--- src/design/indexed_list_table_engine_macros.svh ---
// Assertion macros shared by the list engine modules.
// Needs nothing else; pulled in by the controller and datapath files.
`ifndef INDEXED_LIST_TABLE_ENGINE_MACROS_SVH
`define INDEXED_LIST_TABLE_ENGINE_MACROS_SVH

// Same-cycle implication, disabled while reset is high
`define ILTE_ASSERT_IMPL(name, clk_i, rst_i, ante, cons, msg) \
  name: assert property (@(posedge clk_i) disable iff (rst_i) (ante) |-> (cons)) \
    else $error(msg);

// Next-cycle implication, disabled while reset is high
`define ILTE_ASSERT_NEXT(name, clk_i, rst_i, ante, cons, msg) \
  name: assert property (@(posedge clk_i) disable iff (rst_i) (ante) |=> (cons)) \
    else $error(msg);

`endif

--- src/design/ilte_pkg.sv ---
// Shared types and constants of the indexed list engine.
// Used by the controller, the datapath and the top level; depends on nothing.
package ilte_pkg;

  localparam int CAPACITY_DEF = 64;
  localparam int DATA_W       = 32;
  localparam int POS_W        = 7;

  // Found position reported when the value is absent (-1 in 7 bits)
  localparam logic [POS_W-1:0] FOUND_NONE = '1;

  typedef enum logic [2:0] {
    ACT_APPEND = 3'd0,
    ACT_REMOVE = 3'd1,
    ACT_INSERT = 3'd2,
    ACT_ERASE  = 3'd3,
    ACT_FIND   = 3'd4,
    ACT_READ   = 3'd5,
    ACT_WRITE  = 3'd6,
    ACT_CLEAR  = 3'd7
  } action_t;

  typedef enum logic [2:0] {
    IDX_HOLD = 3'd0,
    IDX_CNT  = 3'd1,
    IDX_POS  = 3'd2,
    IDX_ZERO = 3'd3,
    IDX_INC  = 3'd4,
    IDX_DEC  = 3'd5
  } idx_op_t;

  typedef enum logic [1:0] {
    RD_POS    = 2'd0,
    RD_IDX    = 2'd1,
    RD_IDX_M1 = 2'd2,
    RD_IDX_P1 = 2'd3
  } rd_sel_t;

  typedef enum logic [1:0] {
    WA_CNT = 2'd0,
    WA_POS = 2'd1,
    WA_IDX = 2'd2
  } wa_sel_t;

  typedef enum logic [1:0] {
    CNT_HOLD = 2'd0,
    CNT_INC  = 2'd1,
    CNT_DEC  = 2'd2,
    CNT_CLR  = 2'd3
  } cnt_op_t;

  typedef enum logic [1:0] {
    RES_PLAIN = 2'd0,
    RES_READ  = 2'd1,
    RES_FOUND = 2'd2,
    RES_MISS  = 2'd3
  } res_kind_t;

  // Controller to datapath
  typedef struct packed {
    logic      take;
    idx_op_t   idx_op;
    rd_sel_t   rd_sel;
    logic      we;
    wa_sel_t   wa_sel;
    logic      wd_rdata;
    cnt_op_t   cnt_op;
    logic      res_load;
    logic      res_ok;
    res_kind_t res_kind;
  } cmd_t;

  // Datapath to controller
  typedef struct packed {
    action_t act;
    logic    full;
    logic    empty;
    logic    pos_lt_cnt;
    logic    pos_le_cnt;
    logic    idx_gt_pos;
    logic    idx_next_lt_cnt;
    logic    idx_lt_cnt;
    logic    hit;
    logic    out_free;
  } status_t;

endpackage

--- src/design/indexed_list_table_engine.sv ---
// Channel  Handshake            Beat contents
// in       in_valid/in_ready    action, value, position
// out      out_valid/out_ready  ok, read_value, found_position, count, is_empty
//
// One item at a time; in_ready is high only while the controller is idle.
// Append, remove, write, clear and every rejected action finish in the execute step;
// read adds a wait step (S_RD_WAIT) for the registered RAM read. Insert and erase
// shift one entry per read step (S_SH_RD) and write step (S_SH_WR); find walks from
// index 0 with a read step (S_FD_RD) and a compare step (S_FD_CMP) for each entry,
// because the RAM read is registered.
// Reset clears the fill count, the controller state and the output valid; entries stay
// undefined until written.
// A stalled output beat holds the controller at its final step; the next item waits.
// Top level: instantiates ilte_ctrl and ilte_dp; uses ilte_pkg.
module indexed_list_table_engine #(
  parameter int CAPACITY = ilte_pkg::CAPACITY_DEF
) (
  input  logic                                 clk,
  input  logic                                 rst,
  input  logic                                 in_valid,
  output logic                                 in_ready,
  input  logic [2:0]                           action,
  input  logic signed [ilte_pkg::DATA_W-1:0]   value,
  input  logic [ilte_pkg::POS_W-1:0]           position,
  output logic                                 out_valid,
  input  logic                                 out_ready,
  output logic                                 ok,
  output logic signed [ilte_pkg::DATA_W-1:0]   read_value,
  output logic signed [ilte_pkg::POS_W-1:0]    found_position,
  output logic [ilte_pkg::POS_W-1:0]           count,
  output logic                                 is_empty
);

  ilte_pkg::cmd_t    cmd;
  ilte_pkg::status_t status;

  ilte_ctrl u_ctrl (
    .clk      (clk),
    .rst      (rst),
    .in_valid (in_valid),
    .in_ready (in_ready),
    .status   (status),
    .cmd      (cmd)
  );

  ilte_dp #(
    .CAPACITY (CAPACITY)
  ) u_dp (
    .clk            (clk),
    .rst            (rst),
    .action         (action),
    .value          (value),
    .position       (position),
    .cmd            (cmd),
    .status         (status),
    .out_ready      (out_ready),
    .out_valid      (out_valid),
    .ok             (ok),
    .read_value     (read_value),
    .found_position (found_position),
    .count          (count),
    .is_empty       (is_empty)
  );

endmodule

--- src/design/ilte_ram.sv ---
// Generic simple dual-port RAM: one write port, one registered read port.
// Standalone; no package needed.
module ilte_ram #(
  parameter int WIDTH = 32,
  parameter int DEPTH = 64
) (
  input  logic                     clk,
  input  logic                     we,
  input  logic [$clog2(DEPTH)-1:0] waddr,
  input  logic [WIDTH-1:0]         wdata,
  input  logic [$clog2(DEPTH)-1:0] raddr,
  output logic [WIDTH-1:0]         rdata
);

  logic [WIDTH-1:0] mem [DEPTH];

  // Write and registered read
  always_ff @(posedge clk) begin
    if (we) begin
      mem[waddr] <= wdata;
    end
    rdata <= mem[raddr];
  end

endmodule

--- src/design/ilte_ctrl.sv ---
// Controller state machine of the list engine: sequences each action.
// Depends on ilte_pkg and the assertion macro header.
`include "indexed_list_table_engine_macros.svh"

module ilte_ctrl (
  input  logic              clk,
  input  logic              rst,
  input  logic              in_valid,
  output logic              in_ready,
  input  ilte_pkg::status_t status,
  output ilte_pkg::cmd_t    cmd
);

  typedef enum logic [7:0] {
    S_IDLE    = 8'b0000_0001,
    S_EXEC    = 8'b0000_0010,
    S_RD_WAIT = 8'b0000_0100,
    S_SH_RD   = 8'b0000_1000,
    S_SH_WR   = 8'b0001_0000,
    S_FIN     = 8'b0010_0000,
    S_FD_RD   = 8'b0100_0000,
    S_FD_CMP  = 8'b1000_0000
  } state_t;

  state_t state, state_next;
  logic   is_insert;

  assign is_insert = (status.act == ilte_pkg::ACT_INSERT);
  assign in_ready  = (state == S_IDLE);

  // Advance state
  always_ff @(posedge clk) begin
    if (rst) begin
      state <= S_IDLE;
    end else begin
      state <= state_next;
    end
  end

  // Decode commands and next state
  always_comb begin
    state_next   = state;
    cmd          = '0;
    cmd.idx_op   = ilte_pkg::IDX_HOLD;
    cmd.rd_sel   = ilte_pkg::RD_POS;
    cmd.wa_sel   = ilte_pkg::WA_CNT;
    cmd.cnt_op   = ilte_pkg::CNT_HOLD;
    cmd.res_kind = ilte_pkg::RES_PLAIN;
    unique case (state)
      S_IDLE: begin
        if (in_valid) begin
          cmd.take   = 1'b1;
          state_next = S_EXEC;
        end
      end
      S_EXEC: begin
        unique case (status.act)
          ilte_pkg::ACT_APPEND: begin
            if (status.out_free) begin
              cmd.res_load = 1'b1;
              if (!status.full) begin
                cmd.we     = 1'b1;
                cmd.wa_sel = ilte_pkg::WA_CNT;
                cmd.cnt_op = ilte_pkg::CNT_INC;
                cmd.res_ok = 1'b1;
              end
              state_next = S_IDLE;
            end
          end
          ilte_pkg::ACT_REMOVE: begin
            if (status.out_free) begin
              cmd.res_load = 1'b1;
              if (!status.empty) begin
                cmd.cnt_op = ilte_pkg::CNT_DEC;
                cmd.res_ok = 1'b1;
              end
              state_next = S_IDLE;
            end
          end
          ilte_pkg::ACT_INSERT: begin
            if (status.pos_le_cnt && !status.full) begin
              cmd.idx_op = ilte_pkg::IDX_CNT;
              state_next = S_SH_RD;
            end else if (status.out_free) begin
              cmd.res_load = 1'b1;
              state_next   = S_IDLE;
            end
          end
          ilte_pkg::ACT_ERASE: begin
            if (status.pos_lt_cnt) begin
              cmd.idx_op = ilte_pkg::IDX_POS;
              state_next = S_SH_RD;
            end else if (status.out_free) begin
              cmd.res_load = 1'b1;
              state_next   = S_IDLE;
            end
          end
          ilte_pkg::ACT_FIND: begin
            cmd.idx_op = ilte_pkg::IDX_ZERO;
            state_next = S_FD_RD;
          end
          ilte_pkg::ACT_READ: begin
            cmd.rd_sel = ilte_pkg::RD_POS;
            if (status.pos_lt_cnt) begin
              state_next = S_RD_WAIT;
            end else if (status.out_free) begin
              cmd.res_load = 1'b1;
              state_next   = S_IDLE;
            end
          end
          ilte_pkg::ACT_WRITE: begin
            if (status.out_free) begin
              cmd.res_load = 1'b1;
              if (status.pos_lt_cnt) begin
                cmd.we     = 1'b1;
                cmd.wa_sel = ilte_pkg::WA_POS;
                cmd.res_ok = 1'b1;
              end
              state_next = S_IDLE;
            end
          end
          ilte_pkg::ACT_CLEAR: begin
            if (status.out_free) begin
              cmd.res_load = 1'b1;
              cmd.res_ok   = 1'b1;
              cmd.cnt_op   = ilte_pkg::CNT_CLR;
              state_next   = S_IDLE;
            end
          end
          default: state_next = S_IDLE;
        endcase
      end
      S_RD_WAIT: begin
        // Keep the read address so the data holds while the output stalls
        cmd.rd_sel = ilte_pkg::RD_POS;
        if (status.out_free) begin
          cmd.res_load = 1'b1;
          cmd.res_ok   = 1'b1;
          cmd.res_kind = ilte_pkg::RES_READ;
          state_next   = S_IDLE;
        end
      end
      S_SH_RD: begin
        // Fetch the neighbor that moves into the current slot
        if (is_insert) begin
          if (status.idx_gt_pos) begin
            cmd.rd_sel = ilte_pkg::RD_IDX_M1;
            state_next = S_SH_WR;
          end else begin
            state_next = S_FIN;
          end
        end else begin
          if (status.idx_next_lt_cnt) begin
            cmd.rd_sel = ilte_pkg::RD_IDX_P1;
            state_next = S_SH_WR;
          end else begin
            state_next = S_FIN;
          end
        end
      end
      S_SH_WR: begin
        cmd.we       = 1'b1;
        cmd.wa_sel   = ilte_pkg::WA_IDX;
        cmd.wd_rdata = 1'b1;
        cmd.idx_op   = is_insert ? ilte_pkg::IDX_DEC : ilte_pkg::IDX_INC;
        state_next   = S_SH_RD;
      end
      S_FIN: begin
        if (status.out_free) begin
          cmd.res_load = 1'b1;
          cmd.res_ok   = 1'b1;
          if (is_insert) begin
            cmd.we     = 1'b1;
            cmd.wa_sel = ilte_pkg::WA_POS;
            cmd.cnt_op = ilte_pkg::CNT_INC;
          end else begin
            cmd.cnt_op = ilte_pkg::CNT_DEC;
          end
          state_next = S_IDLE;
        end
      end
      S_FD_RD: begin
        cmd.rd_sel = ilte_pkg::RD_IDX;
        if (status.idx_lt_cnt) begin
          state_next = S_FD_CMP;
        end else if (status.out_free) begin
          cmd.res_load = 1'b1;
          cmd.res_ok   = 1'b1;
          cmd.res_kind = ilte_pkg::RES_MISS;
          state_next   = S_IDLE;
        end
      end
      S_FD_CMP: begin
        cmd.rd_sel = ilte_pkg::RD_IDX;
        if (status.hit) begin
          if (status.out_free) begin
            cmd.res_load = 1'b1;
            cmd.res_ok   = 1'b1;
            cmd.res_kind = ilte_pkg::RES_FOUND;
            state_next   = S_IDLE;
          end
        end else begin
          cmd.idx_op = ilte_pkg::IDX_INC;
          state_next = S_FD_RD;
        end
      end
      default: state_next = S_IDLE;
    endcase
  end

  `ILTE_ASSERT_IMPL(a_res_needs_room, clk, rst, cmd.res_load, status.out_free, "result loaded over a pending beat")
  `ILTE_ASSERT_NEXT(a_take_to_exec, clk, rst, cmd.take, state == S_EXEC, "accepted item did not reach execute")

endmodule

--- src/design/ilte_dp.sv ---
// Datapath of the list engine: item registers, count, index, entry RAM, result register.
// Depends on ilte_pkg, ilte_ram and the assertion macro header.
`include "indexed_list_table_engine_macros.svh"

module ilte_dp #(
  parameter int CAPACITY = ilte_pkg::CAPACITY_DEF
) (
  input  logic                                 clk,
  input  logic                                 rst,
  input  logic [2:0]                           action,
  input  logic signed [ilte_pkg::DATA_W-1:0]   value,
  input  logic [ilte_pkg::POS_W-1:0]           position,
  input  ilte_pkg::cmd_t                       cmd,
  output ilte_pkg::status_t                    status,
  input  logic                                 out_ready,
  output logic                                 out_valid,
  output logic                                 ok,
  output logic signed [ilte_pkg::DATA_W-1:0]   read_value,
  output logic signed [ilte_pkg::POS_W-1:0]    found_position,
  output logic [ilte_pkg::POS_W-1:0]           count,
  output logic                                 is_empty
);

  localparam int AW   = $clog2(CAPACITY);
  localparam int CW   = $clog2(CAPACITY + 1);
  localparam int CMPW = (CW > ilte_pkg::POS_W) ? CW : ilte_pkg::POS_W;

  ilte_pkg::action_t                act_q;
  logic [ilte_pkg::DATA_W-1:0]      val_q;
  logic [ilte_pkg::POS_W-1:0]       pos_q;
  logic [CW-1:0]                    cnt, cnt_next;
  logic [CW-1:0]                    idx, idx_next;
  logic [CW-1:0]                    idx_m1, idx_p1;
  logic [CMPW-1:0]                  pos_x, cnt_x, idx_x;
  logic [AW-1:0]                    raddr, waddr;
  logic [ilte_pkg::DATA_W-1:0]      wdata, rdata;

  // Latch the item on acceptance
  always_ff @(posedge clk) begin
    if (cmd.take) begin
      act_q <= ilte_pkg::action_t'(action);
      val_q <= value;
      pos_q <= position;
    end
  end

  assign idx_m1 = idx - CW'(1);
  assign idx_p1 = idx + CW'(1);
  assign pos_x  = CMPW'(pos_q);
  assign cnt_x  = CMPW'(cnt);
  assign idx_x  = CMPW'(idx);

  // Next fill count
  always_comb begin
    unique case (cmd.cnt_op)
      ilte_pkg::CNT_HOLD: cnt_next = cnt;
      ilte_pkg::CNT_INC:  cnt_next = cnt + CW'(1);
      ilte_pkg::CNT_DEC:  cnt_next = cnt - CW'(1);
      ilte_pkg::CNT_CLR:  cnt_next = '0;
      default:            cnt_next = cnt;
    endcase
  end

  // Next walk index
  always_comb begin
    unique case (cmd.idx_op)
      ilte_pkg::IDX_HOLD: idx_next = idx;
      ilte_pkg::IDX_CNT:  idx_next = cnt;
      ilte_pkg::IDX_POS:  idx_next = CW'(pos_q);
      ilte_pkg::IDX_ZERO: idx_next = '0;
      ilte_pkg::IDX_INC:  idx_next = idx_p1;
      ilte_pkg::IDX_DEC:  idx_next = idx_m1;
      default:            idx_next = idx;
    endcase
  end

  always_ff @(posedge clk) begin
    if (rst) begin
      cnt <= '0;
    end else begin
      cnt <= cnt_next;
    end
    idx <= idx_next;
  end

  // Address and data selection for the entry RAM
  always_comb begin
    unique case (cmd.rd_sel)
      ilte_pkg::RD_POS:    raddr = AW'(pos_q);
      ilte_pkg::RD_IDX:    raddr = idx[AW-1:0];
      ilte_pkg::RD_IDX_M1: raddr = idx_m1[AW-1:0];
      ilte_pkg::RD_IDX_P1: raddr = idx_p1[AW-1:0];
      default:             raddr = idx[AW-1:0];
    endcase
    unique case (cmd.wa_sel)
      ilte_pkg::WA_CNT: waddr = cnt[AW-1:0];
      ilte_pkg::WA_POS: waddr = AW'(pos_q);
      ilte_pkg::WA_IDX: waddr = idx[AW-1:0];
      default:          waddr = idx[AW-1:0];
    endcase
  end

  assign wdata = cmd.wd_rdata ? rdata : val_q;

  ilte_ram #(
    .WIDTH (ilte_pkg::DATA_W),
    .DEPTH (CAPACITY)
  ) u_ram (
    .clk   (clk),
    .we    (cmd.we),
    .waddr (waddr),
    .wdata (wdata),
    .raddr (raddr),
    .rdata (rdata)
  );

  // Status back to the controller
  assign status.act             = act_q;
  assign status.full            = (cnt == CW'(CAPACITY));
  assign status.empty           = (cnt == '0);
  assign status.pos_lt_cnt      = (pos_x < cnt_x);
  assign status.pos_le_cnt      = (pos_x <= cnt_x);
  assign status.idx_gt_pos      = (idx_x > pos_x);
  assign status.idx_next_lt_cnt = ({1'b0, idx} + (CW + 1)'(1)) < {1'b0, cnt};
  assign status.idx_lt_cnt      = (idx < cnt);
  assign status.hit             = (rdata == val_q);
  assign status.out_free        = !out_valid || out_ready;

  // Output beat valid: set on load, drop when taken
  always_ff @(posedge clk) begin
    if (rst) begin
      out_valid <= 1'b0;
    end else if (cmd.res_load) begin
      out_valid <= 1'b1;
    end else if (out_ready) begin
      out_valid <= 1'b0;
    end
  end

  // Output beat payload
  always_ff @(posedge clk) begin
    if (cmd.res_load) begin
      ok       <= cmd.res_ok;
      count    <= ilte_pkg::POS_W'(cnt_next);
      is_empty <= (cnt_next == '0);
      read_value <= (cmd.res_kind == ilte_pkg::RES_READ) ? rdata : '0;
      unique case (cmd.res_kind)
        ilte_pkg::RES_FOUND: found_position <= ilte_pkg::POS_W'(idx);
        ilte_pkg::RES_MISS:  found_position <= ilte_pkg::FOUND_NONE;
        default:             found_position <= '0;
      endcase
    end
  end

  `ILTE_ASSERT_IMPL(a_cnt_range, clk, rst, 1'b1, cnt <= CW'(CAPACITY), "fill count above capacity")
  `ILTE_ASSERT_IMPL(a_no_overfill, clk, rst, cmd.cnt_op == ilte_pkg::CNT_INC, cnt != CW'(CAPACITY), "count raised on a full list")

endmodule
--- config.mk ---
export PLATFORM = sky130hd
export DESIGN_NAME = indexed_list_table_engine
export DESIGN_NICKNAME = d
export VERILOG_FILES = /design/src/design/ilte_pkg.sv /design/src/design/indexed_list_table_engine.sv /design/src/design/ilte_ram.sv /design/src/design/ilte_ctrl.sv /design/src/design/ilte_dp.sv
export VERILOG_INCLUDE_DIRS = /design/src /design/src/design
export SDC_FILE = /design/constraint.sdc
export NUM_CORES = 2
export LEC_CHECK = 0
export BUFFER_PORTS_ARGS = -buffer_cell sky130_fd_sc_hd__buf_2
export CAP_MARGIN = 20
export CORE_MARGIN = 2
export CORE_UTILIZATION = 23
export DETAILED_ROUTE_END_ITERATION = 7
export GPL_TIMING_DRIVEN = 0
export RECOVER_POWER = 100
export SLEW_MARGIN = 20
export SYNTH_ARGS = -nofsm -noshare
export SYNTH_HDL_FRONTEND = slang
export SYNTH_HIERARCHICAL = 1
export SYNTH_SLANG_ARGS = --single-unit
--- constraint.sdc ---
create_clock -name clk -period 14.8 [get_ports clk]
set_input_delay 1.48 -clock clk [delete_from_list [all_inputs] [get_ports clk]]
set_output_delay 1.48 -clock clk [all_outputs]
set_load 0.03 [all_outputs]
## Yosys cells after proc, flatten, opt, wreduce, memory -nomap -nowiden

Memories as Yosys holds them, arrays and structs flattened. A register that Yosys moved wholly into a read port is not among the register bits.
Cells that the tools add are included.

- Magnitude comparators: 5
- Shift operators: 0
- $mul: 0
- Reductions and logical operators: 16
- Bitwise operators: 0
- Eq/ne operators: 33
- Div/mod/pow operators: 0
- Muxes and demuxes: 67
- $add $sub $neg: 5

Operator list:

| kind | number |
|---|---|
| 8-bit 2-to-1 mux | 7 |
| 8-bit case mux with 7 select lines | 1 |
| 8-bit case mux with 5 select lines | 1 |
| 7-bit case mux with 5 select lines | 1 |
| 32-bit == test | 1 |
| 32-bit 2-to-1 mux | 1 |
| 4-bit 2-to-1 mux | 8 |
| 7-bit case mux with 4 select lines | 1 |
| 3-bit case mux with 3 select lines | 3 |
| 6-bit case mux with 4 select lines | 1 |
| 3-bit 2-to-1 mux | 7 |
| 3-bit == test, second input constant | 6 |
| 6-bit 2-to-1 mux | 3 |
| 1-bit 2-to-1 mux | 16 |
| 7-bit by 1-bit adder with 7-bit output, second input constant | 2 |
| 7-bit zero test | 2 |
| 7-bit less-than comparator | 2 |
| 2-bit 2-to-1 mux | 7 |
| 7-bit case mux with 2 select lines | 1 |
| 7-bit by 1-bit subtractor with 7-bit output, second input constant | 2 |
| 2-bit == test, second input constant | 6 |
| 3-bit by 2-bit == test with 1-bit output, second input constant | 4 |
| 2-bit case mux with 3 select lines | 2 |
| 6-bit case mux with 2 select lines | 1 |
| other kinds (30) | 40 |

- Bits in latches: 0
- Flip-flop bits (word level): 113
- Bits in writable memories: 2048
- Input port bits: 46
- ROM bits: 0
- Output and inout port bits: 50
- Logic and storage cells: 139
- Memories kept: 1

Memories:

| name | depth | width | rd ports | clocked after Yosys merged registers in | wr ports | line | text |
|---|---|---|---|---|---|---|---|
| u_dp.u_ram.mem | 64 | 32 | 1 | 1 | 1 | ilte_ram.sv:15 | `logic [WIDTH-1:0] mem [DEPTH];` |

## Logic depth before layout (Yosys ltp)

- Word-level depth: 8
- Depth in mapped cells: 25
- Depth with buffers taken out: 21

## By module

The synthesis kept the hierarchy.

By module, submodules not included:

| module | cells an instance | area each (um2) | seq. area each (um2) | instances |
|---|---|---|---|---|
| ilte_ram | 3504 | 78930.7 | 62139.6 | 1 |
| ilte_dp | 548 | 6138.4 | 3072.9 | 1 |
| ilte_ctrl | 131 | 895.9 | 160.2 | 1 |

## Least setup slack after synthesis

No wires, ideal clock.

- Path kind: in2reg
- Start: input out_ready
- End: memory u_dp.u_ram.mem[33][0], enable pin
- Path buffers: 2
- Arrival: 5.581 ns
- Data required time: 14.339 ns
- Slack: 8.759 ns
- Library setup time: 0.461 ns
- Stages: 10
- Path through: nand2b_1 > clkbuf_1 > nand4_1 > nor2_1 > a21o_1 > clkbuf_1 > mux2i_1 > o21ai_0 > nand4_1 > nor3_1

RTL lines:

| element | line | text |
|---|---|---|
| start: declaration | indexed_list_table_engine.sv:26 | `input logic out_ready,` |
| end: declaration | ilte_ram.sv:15 |  |

==> impl_metrics.yaml <==
power_and_ir_drop:
  p_sw_mw: 4.07
  cellPowerDensity_nw_per_um2: 149
  intPower_mw: 10.8
  p_comb_frac: 0.156
  sw_frac_of_total: 0.273
  power_leakage_nw: 30.6
  fin_total_pwr_mw: 14.9
  pwr-share-seq: 0.489
  p_clk_frac: 0.356
  ir_drop_mv: 0.147
floorplanning:
  die-area_um2: 379000
  coreArea_um2: 372000
  ioPinCount: 96
  start_util: 0.231
  chipWidth_um: 615
  rows: 224
  die_h_um: 615
synth:
  synthTopCellsByArea: "edfxtp_1 (75%), mux4_2 (12%), mux2i_1 (2.1%)"
  syn_inst: 4183
  yosysTopAreaCell: "edfxtp_1"
  ys_ff_latch: 2193
  synth_area_um2: 86000
  yosysTopAreaCellShare: 0.749
  yosysSeqAreaShare: 0.760
  ys.flop_type: "edfxtp_1"
  avgSynthCellArea_um2: 20.6
  syn_nets: 4261
  synthArstFlopShare: 0
  synth.distinct_cells: 77
  yosysWarnings: 6
  synth_edf_count: 2145
setup_path:
  required_ps: 15220
  crit_top_cell: "clkbuf_1"
  regToRegSetupSlack_ps: 5910
  cp.buffers_inverters: 5
  cpPeakStageDelay_ps: 1180
  crit_slowest_cell: "clkbuf_1"
  path_cells: "clkbuf_1, inv_1, ha_1, a21oi_1, nor2b_1, o21ai_0, o21ai_0, nor2_1, nand3_1, nor2_1, a21o_1, clkbuf_1, mux2i_1, o21ai_0, nand3_1, nor2_1, clkbuf_1, clkbuf_1"
  cp.arrival_ps: 9300
  crit_family: "buffers and inverters"
  worst-path-max-fanout: 15
  crit-reg2reg-launch: "u_dp/cnt[4]"
  startpoint_type: "flip-flop"
  end_kind: "flip-flop"
  worst-r2r-cell-count: 18
  critPathKind: "flip-flop to flip-flop"
  rr_endpoint: "u_dp/u_ram/mem[19][0]"
clock_tree:
  clk_latency_ps: 860
  clock-sinks: 2193
  hold_buffers: 0
  path_clk_slew_ps: 60
  cts_root_buf: "clkbuf_16"
  ctsResizeCount: 0
  cts_setup_buffers: 0
  ctsLongestPathBuffers: 3
  tritoncts: "built"
  htree_levels: 4
  numCtsBuffers: 213
place:
  io_buffer_count: 95
  hpwl_um: 174000
  place.gp.congestion: 0.915
  dp_cells: 9385
global_routing:
  grt_pass1_vias: 45490
  grt_overflow: 0
  grt.total_usage: 0.130
  grt_max_degree: 65
  antenna_found_initial: 15
  grt_pass1_wl_um: 352000
route:
  vias: 45473
  drt_iter0_drc: 5933
  drc: 0
  ant_nets: 0
  post_drt_wl_per_cell_um: 26.1
  drtPass1Iterations: 8
  routed_wl_um: 255000
  vias_per_cell: 4.65
layout:
  fin_cells: 9784
  layout-drive-gt1-share: 0.201
  areaGrowthSynthToFinish_pct: 16.3
  finalNetCount: 4707
worst_hold_path:
  holdPathEnd: "u_dp/read_value[20]"
  hold_path.class: "flip-flop to flip-flop"
  hold_depth: 1
  hp-start: "u_dp/u_ram/rdata[20]"
timing:
  hold_viol_final: 0
  fin_setup_tns_ps: 0
  worstMarginPinSlew_ps: 2990
  holdWs_ps: 605
  fmax_ghz: 0.113
  setup_viol: 0
  slew_viol_final: 2759
  slew-limit-headroom: -0.990
  finClkSkew_ps: 57.7
  period_share: 0.600
  grt_setup_unrepaired: "false"
  period_needed_ps: 8890
outcome:
  run_status: "complete, but fails checks"
  failed_checks: "max-capacitance violations, max-slew violations"
flow_run:
  maxCapViolCount: 89
cells by family after synthesis:
family                     share of synthesized area
AOI/OAI and AO/OA                             0.0380
xor gates and xnor gates                     0.00509
adders and majority gates                    0.00466
buffers and inverters                         0.0175
DFF                                            0.760
muxes                                          0.146
and+or+nand+nor                               0.0282
cells in the final DEF, fill, tap and decap left out, types with 56 or more instances in the layout:
cell type / instances
buf_2: 98
nand3_1: 56
mux4_2: 448
nand2_1: 92
a22oi_1: 127
mux2i_1: 180
a21oi_1: 77
clkbuf_1: 339
o21ai_0: 65
clkbuf_16: 214
edfxtp_1: 2145
nor2_1: 128
flip-flops by register name, indices dropped and copies added (netlist names):
name / count
u_dp/pos_q: 7
u_dp/act_q: 3
u_dp/cnt: 7
u_dp/idx: 7
u_dp/read_value: 32
u_dp/val_q: 32
u_dp/ok: 1
u_dp/found_position: 7
u_ctrl/state: 8
u_dp/count: 7
u_dp/u_ram/mem: 2048
u_dp/out_valid: 1
u_dp/u_ram/rdata: 32
u_dp/is_empty: 1
cell usage after synthesis, types with 7 or more instances:
cell,n
edfxtp_1,2145
mux4_2,448
mux2i_1,180
nor2_1,129
a22oi_1,127
nand2_1,92
clkbuf_1,91
a21oi_1,76
buf_2,70
o21ai_0,63
mux2_2,59
nand3_1,56
and2_1,50
dfxtp_1,48
buf_4,45
xor2_1,43
o22ai_1,42
inv_1,36
ha_1,32
nor2b_1,30
a31oi_1,27
buf_6,22
nor3_1,20
a221oi_1,18
o221ai_1,17
a22o_1,16
nand2b_1,16
a211oi_1,13
o41ai_1,12
and3_1,11
nand4_1,11
o21a_1,10
a211o_1,9
nor4_1,9
buf_1,8
nand3b_1,8
xnor2_1,7
worst max-delay path by stage:
stage                           start                endpoint  cells past startpoint
after floorplan             out_ready   u_dp/u_ram/mem[33][0]                     10
after global placement    u_dp/cnt[4]  u_dp/u_ram/mem[33][15]                     16
after detailed placement  u_dp/idx[0]    u_dp/u_ram/rdata[31]                     23
after CTS                 u_dp/idx[0]    u_dp/u_ram/rdata[31]                     23
after global routing      u_dp/cnt[4]   u_dp/u_ram/mem[19][0]                     18
final                     u_dp/cnt[4]   u_dp/u_ram/mem[19][0]                     18
metrics by stage:
| stage | worst slack [ps] | cell area (um2) | util |
|---|---|---|---|
| 3_3_place_gp | 4750 | 92700 | 0.249 |
| 2_1_floorplan | 8760 | 86000 | - |
| 4_1_cts | 6910 | 103000 | 0.277 |
| 5_1_grt | 5760 | 99900 | 0.268 |
| 6_report | 5910 | 99900 | 0.269 |
| 3_5_place_dp | 6900 | 96200 | 0.259 |
power by group through the flow:
stage          registers, mW  logic (mW)  clock network [mW]
2_1_floorplan           7.33        1.27                   0
4_1_cts                 7.24        2.33                5.39
3_3_place_gp            7.38        2.23                   0
6_report                7.28        2.32                5.30
5_1_grt                 7.28        2.39                5.62
3_5_place_dp            7.37        2.33                   0
layout make-up:
cell class,count,area [um2]
flip-flops and latches,2193,65400
well taps,4972,6220
inverters,36,135
diodes,5,12.5
clock buffers,264,5630
clock inverters,129,1200
fillers,37227,272000
plain buffers,241,1350
repair buffers,231,931
multi-input cells,1713,19100
layer usage:
| layer | routed length (um) | track usage | part of all wire |
|---|---|---|---|
| met3 | 29000 | 0.0367 | 0.11 |
| met1 | 94700 | 0.163 | 0.37 |
| met5 | 121 | 0 | 0.00047 |
| met4 | 14600 | 0.0635 | 0.057 |
| met2 | 117000 | 0.207 | 0.46 |
Note: power is estimated with default switching activity, not from simulation.
